`src/sv/rqpx_pkg.sv`:
```
`timescale 1ns / 1ps
// -----------------------------------------------------------------------------
// rqpx_pkg
// Shared sizes, codes and types for the ring queue with priority extract.
// -----------------------------------------------------------------------------
package rqpx_pkg;

   // Queue depth; index arithmetic wraps by natural overflow, so keep it a power of two
   localparam int DEPTH   = 16;
   localparam int IDX_W   = $clog2(DEPTH);
   localparam int CNT_W   = $clog2(DEPTH + 1);
   localparam int ID_W    = 4;
   localparam int PRIO_W  = 3;
   localparam int STAT_W  = 2;
   localparam int OCC_W   = 5;

   localparam int REQ_DATA_W = 8;
   localparam int RSP_DATA_W = 16;

   // Item kinds
   localparam logic KIND_ENQ = 1'b0;
   localparam logic KIND_DEQ = 1'b1;

   // Dequeue policy
   localparam logic POLICY_PRIO = 1'b0;
   localparam logic POLICY_FIFO = 1'b1;

   // Result status codes
   localparam logic [STAT_W-1:0] STAT_DONE  = 2'd0;
   localparam logic [STAT_W-1:0] STAT_FULL  = 2'd1;
   localparam logic [STAT_W-1:0] STAT_EMPTY = 2'd2;

   typedef struct packed {
      logic [ID_W-1:0]   id;
      logic [PRIO_W-1:0] prio;
   } entry_type;

   // One candidate handed from the sequencer to the compare unit
   typedef struct packed {
      logic             valid;
      logic             first;
      logic [CNT_W-1:0] off;
   } cand_type;

endpackage

```
`src/sv/rqpx_store.sv`:
```
`timescale 1ns / 1ps
// -----------------------------------------------------------------------------
// rqpx_store
// Entry memory: one write port, one read port with registered read data.
// -----------------------------------------------------------------------------
module rqpx_store
   import rqpx_pkg::*;
(
   input  logic             clock,
   input  logic             wr_en,
   input  logic [IDX_W-1:0] wr_addr,
   input  entry_type        wr_data,
   input  logic [IDX_W-1:0] rd_addr,
   output entry_type        rd_data
);

   entry_type mem [DEPTH];
   entry_type rd_data_ff;

   always_ff @(posedge clock) begin
      if (wr_en) begin
         mem[wr_addr] <= wr_data;
      end
   end

   always_ff @(posedge clock) begin
      rd_data_ff <= mem[rd_addr];
   end

   assign rd_data = rd_data_ff;

endmodule

```
`src/sv/rqpx_min_unit.sv`:
```
`timescale 1ns / 1ps
// -----------------------------------------------------------------------------
// rqpx_min_unit
// Compare unit: tracks the oldest entry with the lowest priority value.
// -----------------------------------------------------------------------------
module rqpx_min_unit
   import rqpx_pkg::*;
(
   input  logic             clock,
   input  cand_type         cand,
   input  entry_type        cand_entry,
   output logic [ID_W-1:0]  best_id,
   output logic [CNT_W-1:0] best_off
);

   logic [PRIO_W-1:0] best_prio_ff;
   logic [ID_W-1:0]   best_id_ff;
   logic [CNT_W-1:0]  best_off_ff;
   logic              take;

   // Strict less-than keeps the older entry on a tie
   assign take = cand.valid && (cand.first || (cand_entry.prio < best_prio_ff));

   always_ff @(posedge clock) begin
      if (take) begin
         best_prio_ff <= cand_entry.prio;
         best_id_ff   <= cand_entry.id;
         best_off_ff  <= cand.off;
      end
   end

   assign best_id  = best_id_ff;
   assign best_off = best_off_ff;

endmodule

```
`src/sv/ring_queue_with_priority_extract.sv`:
```
`timescale 1ns / 1ps
// -----------------------------------------------------------------------------
// ring_queue_with_priority_extract
// Circular queue of client ids with per-entry priority; FIFO or priority dequeue.
// -----------------------------------------------------------------------------
// Sequence: enqueue and refused items pass through FINISH to the output register,
//   FIFO dequeue through HEAD and FINISH, priority dequeue through a scan of count
//   entries, then a shift of the later entries (one memory read per cycle), then FINISH.
// Throughput: one item at a time; the next item is taken once the result is
//   loaded into the output register.
// Reset: queue pointers, count, policy and handshakes clear; store contents
//   stay undefined and are never read before written.
// -----------------------------------------------------------------------------
module ring_queue_with_priority_extract
   import rqpx_pkg::*;
(
   input  logic                  clock,
   input  logic                  reset,
   // Request items
   input  logic                  req_tvalid,
   output logic                  req_tready,
   input  logic [REQ_DATA_W-1:0] req_tdata,  // [3:0] entry_id, [6:4] entry_priority
   input  logic                  req_tuser,  // [0] kind
   // Result items
   output logic                  rsp_tvalid,
   input  logic                  rsp_tready,
   output logic [RSP_DATA_W-1:0] rsp_tdata,  // [3:0] out_id, [5:4] status, [10:6] occupancy
   // Policy register
   input  logic                  csr_wr_en,
   input  logic                  csr_wr_data
);

   localparam logic [2:0] ST_IDLE   = 3'd0;
   localparam logic [2:0] ST_HEAD   = 3'd1;
   localparam logic [2:0] ST_SCAN   = 3'd2;
   localparam logic [2:0] ST_SHIFT  = 3'd3;
   localparam logic [2:0] ST_FINISH = 3'd4;

   logic [2:0]            state_ff, state_in;
   logic [IDX_W-1:0]      head_ff, head_in;
   logic [IDX_W-1:0]      tail_ff, tail_in;
   logic [CNT_W-1:0]      count_ff, count_in;
   logic [CNT_W-1:0]      off_ff, off_in;
   logic                  pend_ff, pend_in;
   logic [CNT_W-1:0]      pend_off_ff, pend_off_in;
   logic [ID_W-1:0]       res_id_ff, res_id_in;
   logic [STAT_W-1:0]     res_status_ff, res_status_in;
   logic                  policy_ff, policy_in;
   logic                  rsp_valid_ff, rsp_valid_in;
   logic [RSP_DATA_W-1:0] rsp_data_ff, rsp_data_in;

   logic                  accept;
   logic                  in_kind;
   entry_type             in_entry;
   logic                  issue;
   logic                  wr_en;
   logic [IDX_W-1:0]      wr_addr;
   entry_type             wr_data;
   logic [IDX_W-1:0]      rd_addr;
   entry_type             rd_data;
   cand_type              cand;
   logic [ID_W-1:0]       best_id;
   logic [CNT_W-1:0]      best_off;

   assign req_tready = (state_ff == ST_IDLE);
   assign accept     = req_tvalid && req_tready;
   assign in_kind    = req_tuser;
   assign in_entry.id   = req_tdata[ID_W-1:0];
   assign in_entry.prio = req_tdata[ID_W+PRIO_W-1:ID_W];

   assign issue = ((state_ff == ST_SCAN) || (state_ff == ST_SHIFT)) && (off_ff < count_ff);
   assign rd_addr = ((state_ff == ST_SCAN) || (state_ff == ST_SHIFT)) ?
                    IDX_W'(head_ff + off_ff[IDX_W-1:0]) : head_ff;

   assign cand.valid = (state_ff == ST_SCAN) && pend_ff;
   assign cand.first = (pend_off_ff == '0);
   assign cand.off   = pend_off_ff;

   rqpx_store u_store (
      .clock   (clock),
      .wr_en   (wr_en),
      .wr_addr (wr_addr),
      .wr_data (wr_data),
      .rd_addr (rd_addr),
      .rd_data (rd_data)
   );

   rqpx_min_unit u_min (
      .clock      (clock),
      .cand       (cand),
      .cand_entry (rd_data),
      .best_id    (best_id),
      .best_off   (best_off)
   );

   always_comb begin
      state_in      = state_ff;
      head_in       = head_ff;
      tail_in       = tail_ff;
      count_in      = count_ff;
      off_in        = off_ff;
      pend_in       = 1'b0;
      pend_off_in   = pend_off_ff;
      res_id_in     = res_id_ff;
      res_status_in = res_status_ff;
      policy_in     = csr_wr_en ? csr_wr_data : policy_ff;
      rsp_valid_in  = rsp_valid_ff && !rsp_tready;
      rsp_data_in   = rsp_data_ff;
      wr_en         = 1'b0;
      wr_addr       = tail_ff;
      wr_data       = in_entry;

      unique case (state_ff)
         ST_IDLE: begin
            if (accept) begin
               res_id_in     = '0;
               res_status_in = STAT_DONE;
               state_in      = ST_FINISH;
               if (in_kind == KIND_ENQ) begin
                  if (count_ff == CNT_W'(DEPTH)) begin
                     res_status_in = STAT_FULL;
                  end else begin
                     wr_en    = 1'b1;
                     tail_in  = IDX_W'(tail_ff + IDX_W'(1));
                     count_in = CNT_W'(count_ff + CNT_W'(1));
                  end
               end else if (count_ff == '0) begin
                  res_status_in = STAT_EMPTY;
               end else if (policy_ff == POLICY_FIFO) begin
                  // head entry is already being read
                  state_in = ST_HEAD;
               end else begin
                  off_in   = '0;
                  state_in = ST_SCAN;
               end
            end
         end
         ST_HEAD: begin
            res_id_in = rd_data.id;
            head_in   = IDX_W'(head_ff + IDX_W'(1));
            count_in  = CNT_W'(count_ff - CNT_W'(1));
            state_in  = ST_FINISH;
         end
         ST_SCAN: begin
            if (issue) begin
               off_in      = CNT_W'(off_ff + CNT_W'(1));
               pend_in     = 1'b1;
               pend_off_in = off_ff;
            end else if (!pend_ff) begin
               // start moving entries after the selected one
               off_in   = CNT_W'(best_off + CNT_W'(1));
               state_in = ST_SHIFT;
            end
         end
         ST_SHIFT: begin
            if (issue) begin
               off_in      = CNT_W'(off_ff + CNT_W'(1));
               pend_in     = 1'b1;
               pend_off_in = off_ff;
            end
            if (pend_ff) begin
               wr_en   = 1'b1;
               wr_addr = IDX_W'(head_ff + pend_off_ff[IDX_W-1:0] - IDX_W'(1));
               wr_data = rd_data;
            end
            if (!issue && !pend_ff) begin
               res_id_in = best_id;
               tail_in   = IDX_W'(tail_ff - IDX_W'(1));
               count_in  = CNT_W'(count_ff - CNT_W'(1));
               state_in  = ST_FINISH;
            end
         end
         ST_FINISH: begin
            if (!rsp_valid_ff || rsp_tready) begin
               rsp_valid_in = 1'b1;
               rsp_data_in  = RSP_DATA_W'({OCC_W'(count_ff), res_status_ff, res_id_ff});
               state_in     = ST_IDLE;
            end
         end
         default: begin
            state_in = ST_IDLE;
         end
      endcase
   end

   always_ff @(posedge clock) begin
      if (reset) begin
         state_ff     <= ST_IDLE;
         head_ff      <= '0;
         tail_ff      <= '0;
         count_ff     <= '0;
         pend_ff      <= 1'b0;
         policy_ff    <= POLICY_PRIO;
         rsp_valid_ff <= 1'b0;
      end else begin
         state_ff     <= state_in;
         head_ff      <= head_in;
         tail_ff      <= tail_in;
         count_ff     <= count_in;
         pend_ff      <= pend_in;
         policy_ff    <= policy_in;
         rsp_valid_ff <= rsp_valid_in;
      end
   end

   always_ff @(posedge clock) begin
      off_ff        <= off_in;
      pend_off_ff   <= pend_off_in;
      res_id_ff     <= res_id_in;
      res_status_ff <= res_status_in;
      rsp_data_ff   <= rsp_data_in;
   end

   assign rsp_tvalid = rsp_valid_ff;
   assign rsp_tdata  = rsp_data_ff;

   // Pointers and count stay consistent around the ring
   a_ring_consistent: assert property (@(posedge clock) disable iff (reset)
      tail_ff == IDX_W'(head_ff + count_ff[IDX_W-1:0]))
      else $error("tail pointer out of step with head and count");

   a_count_bound: assert property (@(posedge clock) disable iff (reset)
      count_ff <= CNT_W'(DEPTH))
      else $error("entry count above depth");

   // An accepted item leaves the block not ready in the next cycle
   a_busy_after_accept: assert property (@(posedge clock) disable iff (reset)
      accept |=> !req_tready)
      else $error("ready right after accept");

   a_empty_result_id: assert property (@(posedge clock) disable iff (reset)
      (rsp_tvalid && (rsp_tdata[ID_W+STAT_W-1:ID_W] != STAT_DONE)) |->
         (rsp_tdata[ID_W-1:0] == '0))
      else $error("refused item carries an id");

endmodule
```
`config.mk`:
```
export PLATFORM = sky130hd
export DESIGN_NAME = ring_queue_with_priority_extract
export DESIGN_NICKNAME = d
export VERILOG_FILES = /design/src/sv/rqpx_pkg.sv /design/src/sv/rqpx_store.sv /design/src/sv/rqpx_min_unit.sv /design/src/sv/ring_queue_with_priority_extract.sv
export SDC_FILE = /design/constraint.sdc
export NUM_CORES = 1
export LEC_CHECK = 0
export CAP_MARGIN = 20
export CORE_MARGIN = 5
export CORE_UTILIZATION = 40
export CTS_CLUSTER_SIZE = 24
export DETAILED_ROUTE_END_ITERATION = 7
export DONT_BUFFER_PORTS = 1
export PLACE_DENSITY_LB_ADDON = 0.15
export SLEW_MARGIN = 20
export SYNTH_ARGS = -nofsm -noshare
export SYNTH_HDL_FRONTEND = slang
export SYNTH_SLANG_ARGS = --single-unit
```
`constraint.sdc`:
```
create_clock -name clock -period 2.8 [get_ports clock]
set_clock_uncertainty 0.15 [all_clocks]
set_input_delay 0.56 -clock clock [delete_from_list [all_inputs] [get_ports clock]]
set_output_delay 0.56 -clock clock [all_outputs]
set_load 0.05 [all_outputs]
```
* Word level (Yosys, flattened, before mapping)
Memory sizes are Yosys's and may differ from the RTL's. A register that Yosys moved wholly into a read port is not among the register bits.
Cells that the tools add are included.
** Storage, ports and cells
- Memories :: 1
- Logic and storage cells :: 123
- Input port bits :: 15
- Flip-flop bits (word level) :: 58
- Memory bits (writable) :: 112
- Output and inout port bits :: 18
** Memory list
- u_store.mem :: depth 16, width 7, rd ports 1, clocked after Yosys merged registers in 1, wr ports 1, RTL line rqpx_store.sv:17 : entry_type mem [DEPTH];
** Cells by class
- Eq/ne operators :: 17
- Reductions and logical operators :: 29
- Multiplexer cells :: 48
- Bitwise operators :: 1
- Order comparisons :: 2
- Add/subtract/negate cells :: 10
** Operator list (count)
- 2-to-1 mux 5 bit :: 11
- 2-to-1 mux 4 bit :: 9
- one-hot mux 5 bit (3 select lines) :: 2
- 2-to-1 mux 3 bit :: 7
- != test 2 bit, second input constant :: 8
- adder 5 x 1 -> 5 bit, second input constant :: 3
- one-hot mux 3 bit (5 select lines) :: 1
- AND reduction 5 bit :: 3
- 2-to-1 mux 7 bit :: 2
- one-hot mux 4 bit (3 select lines) :: 1
- logical NOT 5 bit :: 2
- 2-to-1 mux 1 bit :: 10
- adder 4 x 1 -> 4 bit, second input constant :: 2
- adder 4 bit :: 2
- one-hot mux 4 bit (2 select lines) :: 1
- subtractor 4 x 1 -> 4 bit, second input constant :: 2
- AND reduction 7 bit :: 1
- == test 3 x 2 -> 1 bit, second input constant :: 2
- logical AND 1 bit :: 6
- 2-to-1 mux 2 bit :: 3
- != test 2 x 1 -> 1 bit, second input constant :: 3
- AND reduction 2 bit :: 3
- nonzero test 3 bit :: 2
- == test 5 bit, second input constant :: 1
- 14 further kinds :: 20

* Depth between registers and ports, before layout
- Depth after elaboration :: 7
- Mapped depth :: 11
- Mapped depth without buffers :: 11

* By module
A second synthesis with hierarchy kept.
** Second synthesis, totals
- Cell total of the unflattened synthesis :: 514
- Area total of the unflattened synthesis :: 7796.2 um2
** Modules (own cells, without submodules)
- rqpx_store :: cells an instance 203, area an instance 4530.6 um2, instances 1
- ring_queue_with_priority_extract :: cells an instance 289, area an instance 2840.2 um2, instances 1
- rqpx_min_unit :: cells an instance 22, area an instance 425.4 um2, instances 1

* Worst setup path after synthesis
Ideal clock, no wire load.
- Kind :: reg-to-reg
- Start point :: reg head_ff[1]
- End point :: mem u_store.mem[10][0] (netlist name) (enable)
- Library setup time :: 0.360 ns
- Setup slack :: -0.036 ns
- Stages on the path, launching flop included :: 12
- Arrival time :: 2.326 ns
- Cells stage by stage :: dfxtp_1 -> inv_1 -> ha_1 -> inv_1 -> ha_1 -> inv_1 -> fa_1 -> xnor2_1 -> xnor2_1 -> nand3_1 -> o31a_1 -> nor2_1
** On the way
- Cells in the longest elaborated chain, start to end :: 4
** RTL lines
- start: declaration :: RTL line ring_queue_with_priority_extract.sv:40 : logic [IDX_W-1:0] head_ff, head_in;
- start signal: assignment :: RTL line ring_queue_with_priority_extract.sv:197 : head_ff <= head_in;
- adder 4 bit :: RTL line ring_queue_with_priority_extract.sv:163 : wr_addr = IDX_W'(head_ff + pend_off_ff[IDX_W-1:0] - IDX_W'(1));
- subtractor 4 x 1 -> 4 bit :: RTL line ring_queue_with_priority_extract.sv:163
- 2-to-1 mux 4 bit :: RTL line ring_queue_with_priority_extract.sv:161 : if (pend_ff) begin
- 2-to-1 mux 4 bit :: RTL line ring_queue_with_priority_extract.sv:113 : unique case (state_ff)
- end: declaration :: RTL line rqpx_store.sv:17
No other way between the ends.

* Worst setup path in the final report
- Start point :: reg pend_off_ff[1]
- End point :: mem u_store.mem[4][0] (netlist name) (enable)
** On the way
- Cells in the longest elaborated chain, start to end :: 4
** RTL lines
- start: declaration :: RTL line ring_queue_with_priority_extract.sv:45 : logic [CNT_W-1:0] pend_off_ff, pend_off_in;
- start signal: assignment :: RTL line ring_queue_with_priority_extract.sv:208 : pend_off_ff <= pend_off_in;
- adder 4 bit :: RTL line ring_queue_with_priority_extract.sv:163
- subtractor 4 x 1 -> 4 bit :: RTL line ring_queue_with_priority_extract.sv:163
- 2-to-1 mux 4 bit :: RTL line ring_queue_with_priority_extract.sv:161
- 2-to-1 mux 4 bit :: RTL line ring_queue_with_priority_extract.sv:113
No other way between the ends.

==> impl_summary.txt <==
----------------------------------------------------
[Final layout]
  Count of inserted antenna diode cells ... 0
  Fraction of final layout cells with drive strength greater than 1 ... 18.6%
  Final std cells w/o fill ... 894
  Nets ... 656
  Area growth syn-to-layout ... 16.7%

[Flow run]
  Max-cap violations ... 0

[Floorplan]
  Area of the die ... 22900 um2
  Initial Util ... 40.8%
  IO Pins ... 33
  Horiz. Die Dim ... 151 um
  Rows ... 51
  Core region area ... 19500 um2
  Chip Height ... 151 um

[Synthesis]
  Commonest cells in the synthesized netlist ... 151 x edfxtp_1, 115 x mux2i_1, 55 x nor2_1, 29 x inv_1, 29 x nand2_1
  Cell types occupying the most area after synthesis ... edfxtp_1 57%, mux2i_1 14%, dfxtp_1 6.5%, ha_1 3.3%, nor2_1 2.6%
  Number of enable-type register cells in the synthesized netlist ... 151
  Post-synth top area cell ... edfxtp_1
  Per-instance average area after synthesis ... 14.0 um2
  Warning count from the yosys run ... 0
  Synthesized netlist cell count ... 568
  Fraction of the yosys area taken by sequential cells ... 63.4%
  Synthesis-stage register bit count ... 177
  Post-synth cell types ... 45
  Cell with the most instances after synthesis ... edfxtp_1
  Portion of synthesized cell area occupied by the leading cell type ... 56.9%
  Prevailing post-synth register cell ... edfxtp_1
  Async SR Flop Fraction ... 0%
  Synth Cell Area ... 7980 um2

[Setup path]
  Required time at the worst-slack endpoint ... 2.77 ns
  Crit Path Max Fanout ... 7
  WP data arrival ... 2.73 ns
  Setup crit start kind ... register
  Reg-to-reg setup timing slack ... 0.04 ns
  Worst setup path category ... register to register
  Kind of capture point of the worst setup path ... register

[Place]
  Buffers on Ports ... 0
  Final weighted congestion in routability-driven placement ... 0.836
  Half-perimeter wire length after placement ... 11.4 mm
  Placed cell count ... 860
  Minimum setup slack after placement ... -0.219 ns

[Timing]
  Period utilisation layout ... 98.7%
  Slew margin rel. ... 47.0%
  Total count of max-transition violations in the final report ... 0
  RSZ-0062 raised after global routing ... true
  Maximum clock frequency ... 362 MHz
  Post-layout minimum cycle time ... 2.76 ns
  Fin Hold WS ... 0.0407 ns
  Worst-margin pin slew ... 0.792 ns
  Hold Fails Final Rpt ... 0
  Final worst setup slack ... 0.0370 ns
  Number of setup violations in the final report ... 0

[Routing]
  Number of DRC markers in iteration 0 ... 229
  Number of design rule violations left after detail routing ... 0
  Remaining antenna violation count after routing ... 0
  DR WL/cell ... 17.4 um
  Drt first pass iters ... 4
  Via count ... 4397
  Average vias per placed instance ... 4.92
  Final WL ... 15.6 mm

[Power]
  Post-route total power ... 5.99 mW
  Static power due to leakage ... 3.69 nW
  Worst VDD drop ... 0.000473 V
  Cell area power density ... 643 nW/um2

[Global routing]
  Initial antenna violation count ... 0
  Maximum number of pins on one net before global-route repair ... 31
  Global route overflow ... 0
  Via count of the first global-routing pass ... 4572
  Global-route total usage across every layer ... 14.5%
  First-pass GRT wire length ... 24.3 mm

[Clocking]
  CTS H-tree lvls ... 4
  Total number of clock tree sinks ... 177
  Clock buffer depth ... 2
  Total CTS buffers ... 17
  Clock tree from TritonCTS ... done
  Clk pin slew, worst setup/hold paths ... 0.07 ns
  Clock latency reported for the late side of the worst-skew pair ... 0.43 ns
  Cell at the root of the clock tree ... clkbuf_16
  CTS hold repair buffers ... 0

[Min path]
  Worst hold path class ... primary input to register

[Outcome]
  Outcome ... finished clean

----------------------------------------------------
## area by class of cell
type	count	area, um2
Inverter	29	109
Fill cell	1729	10200
Clock inverter	15	199
Sequential cell	177	5060
Clock buffer	17	425
Timing Repair Buffer	50	400
Multi-Input combinational cell	341	2780
Tap cell	265	332
## through the flow
| stage | setup TNS (ns) | area [um2] | util [%] |
|---|---|---|---|
| after global placement | -8.46 | 8550 | 43.8 |
| after floorplan | -0.916 | 7990 | - |
| final | 0 | 9300 | 47.6 |
| after CTS | -0.216 | 9270 | 47.4 |
| after global routing | -3.01 | 9300 | 47.6 |
| after detailed placement | -10.33 | 8550 | 43.8 |
## routing by layer
layer | global-route usage [%] | vias up | share of wire (%)
met1 | 16.8 | 2141 | 43
met4 | 7.21 | 0 | 3.2
met2 | 25.0 | 63 | 51
met3 | 3.35 | 28 | 2.4
li1 | - | 2165 | -
met5 | 0 | - | 0
## worst paths after layout
check | cells past startpoint | startpoint | to
min reg2reg | 0 | res_id_ff[3]$_DFFE_PP_ | rsp_tdata[3]$_DFFE_PP_
min | 1 | reset | rsp_tvalid$_SDFF_PP0_
max reg2reg | 12 | pend_off_ff[1]$_DFFE_PP_ | u_store.mem[4][0]$_DFFE_PP_
max | 12 | pend_off_ff[1]$_DFFE_PP_ | u_store.mem[4][0]$_DFFE_PP_
## worst max-delay path, stage by stage, from the launching register on
cell      delay [ns]
edfxtp_1        0.42
inv_1           0.07
ha_1            0.23
inv_2           0.07
ha_4            0.12
inv_1           0.04
fa_2            0.35
xnor2_2         0.16
xnor2_2         0.17
nor3_1          0.21
a31oi_2         0.06
buf_4           0.20
nor2_4          0.21
## power by group
part	total, mW	internal (mW)	leakage, nW	switching [mW]
registers	3.08	2.95	1.59	0.126
logic	0.483	0.189	1.81	0.294
clock network	2.43	1.36	0.295	1.07
total	5.99	4.50	3.69	1.49
## cell usage in the layout, fill, tap and decap left out, drive strengths merged, types with 6 or more instances in the layout
master	n
edfxtp	151
a211oi	9
nand2	29
nor3	8
clkbuf	17
buf	50
a21oi	19
xnor2	16
xor2	6
dfxtp	26
o21ai	7
ha	21
nand3	8
inv	33
clkinv	6
mux2i	115
nor2	55
## repair_timing
| item | CTS | global route |
|---|---|---|
| cloned | 0 | 0 |
| endpoints found under the setup margin | 77 | 112 |
| buffers inserted | 1 | 1 |
| pin swaps | 0 | 6 |
| endpoints found under the hold margin | 0 | 0 |
| gates resized for setup | 21 | 8 |
## cell families after synthesis
group,synth area share [%]
fa+ha+maj,4.30
xor+xnor,2.51
buf+inv,3.75
mux,14.4
compound gates,4.66
other cells,0.0470
flops,63.4
simple gates,6.92
## flip-flops by register name, indices dropped and copies added (netlist names), 5 cells and up
name             flops
u_store.rd_data      7
off_ff               5
pend_off_ff          5
u_store.mem        112
u_min.best_off       5
rsp_tdata           11
count_ff             5
Note: power is estimated with default switching activity, not from simulation.
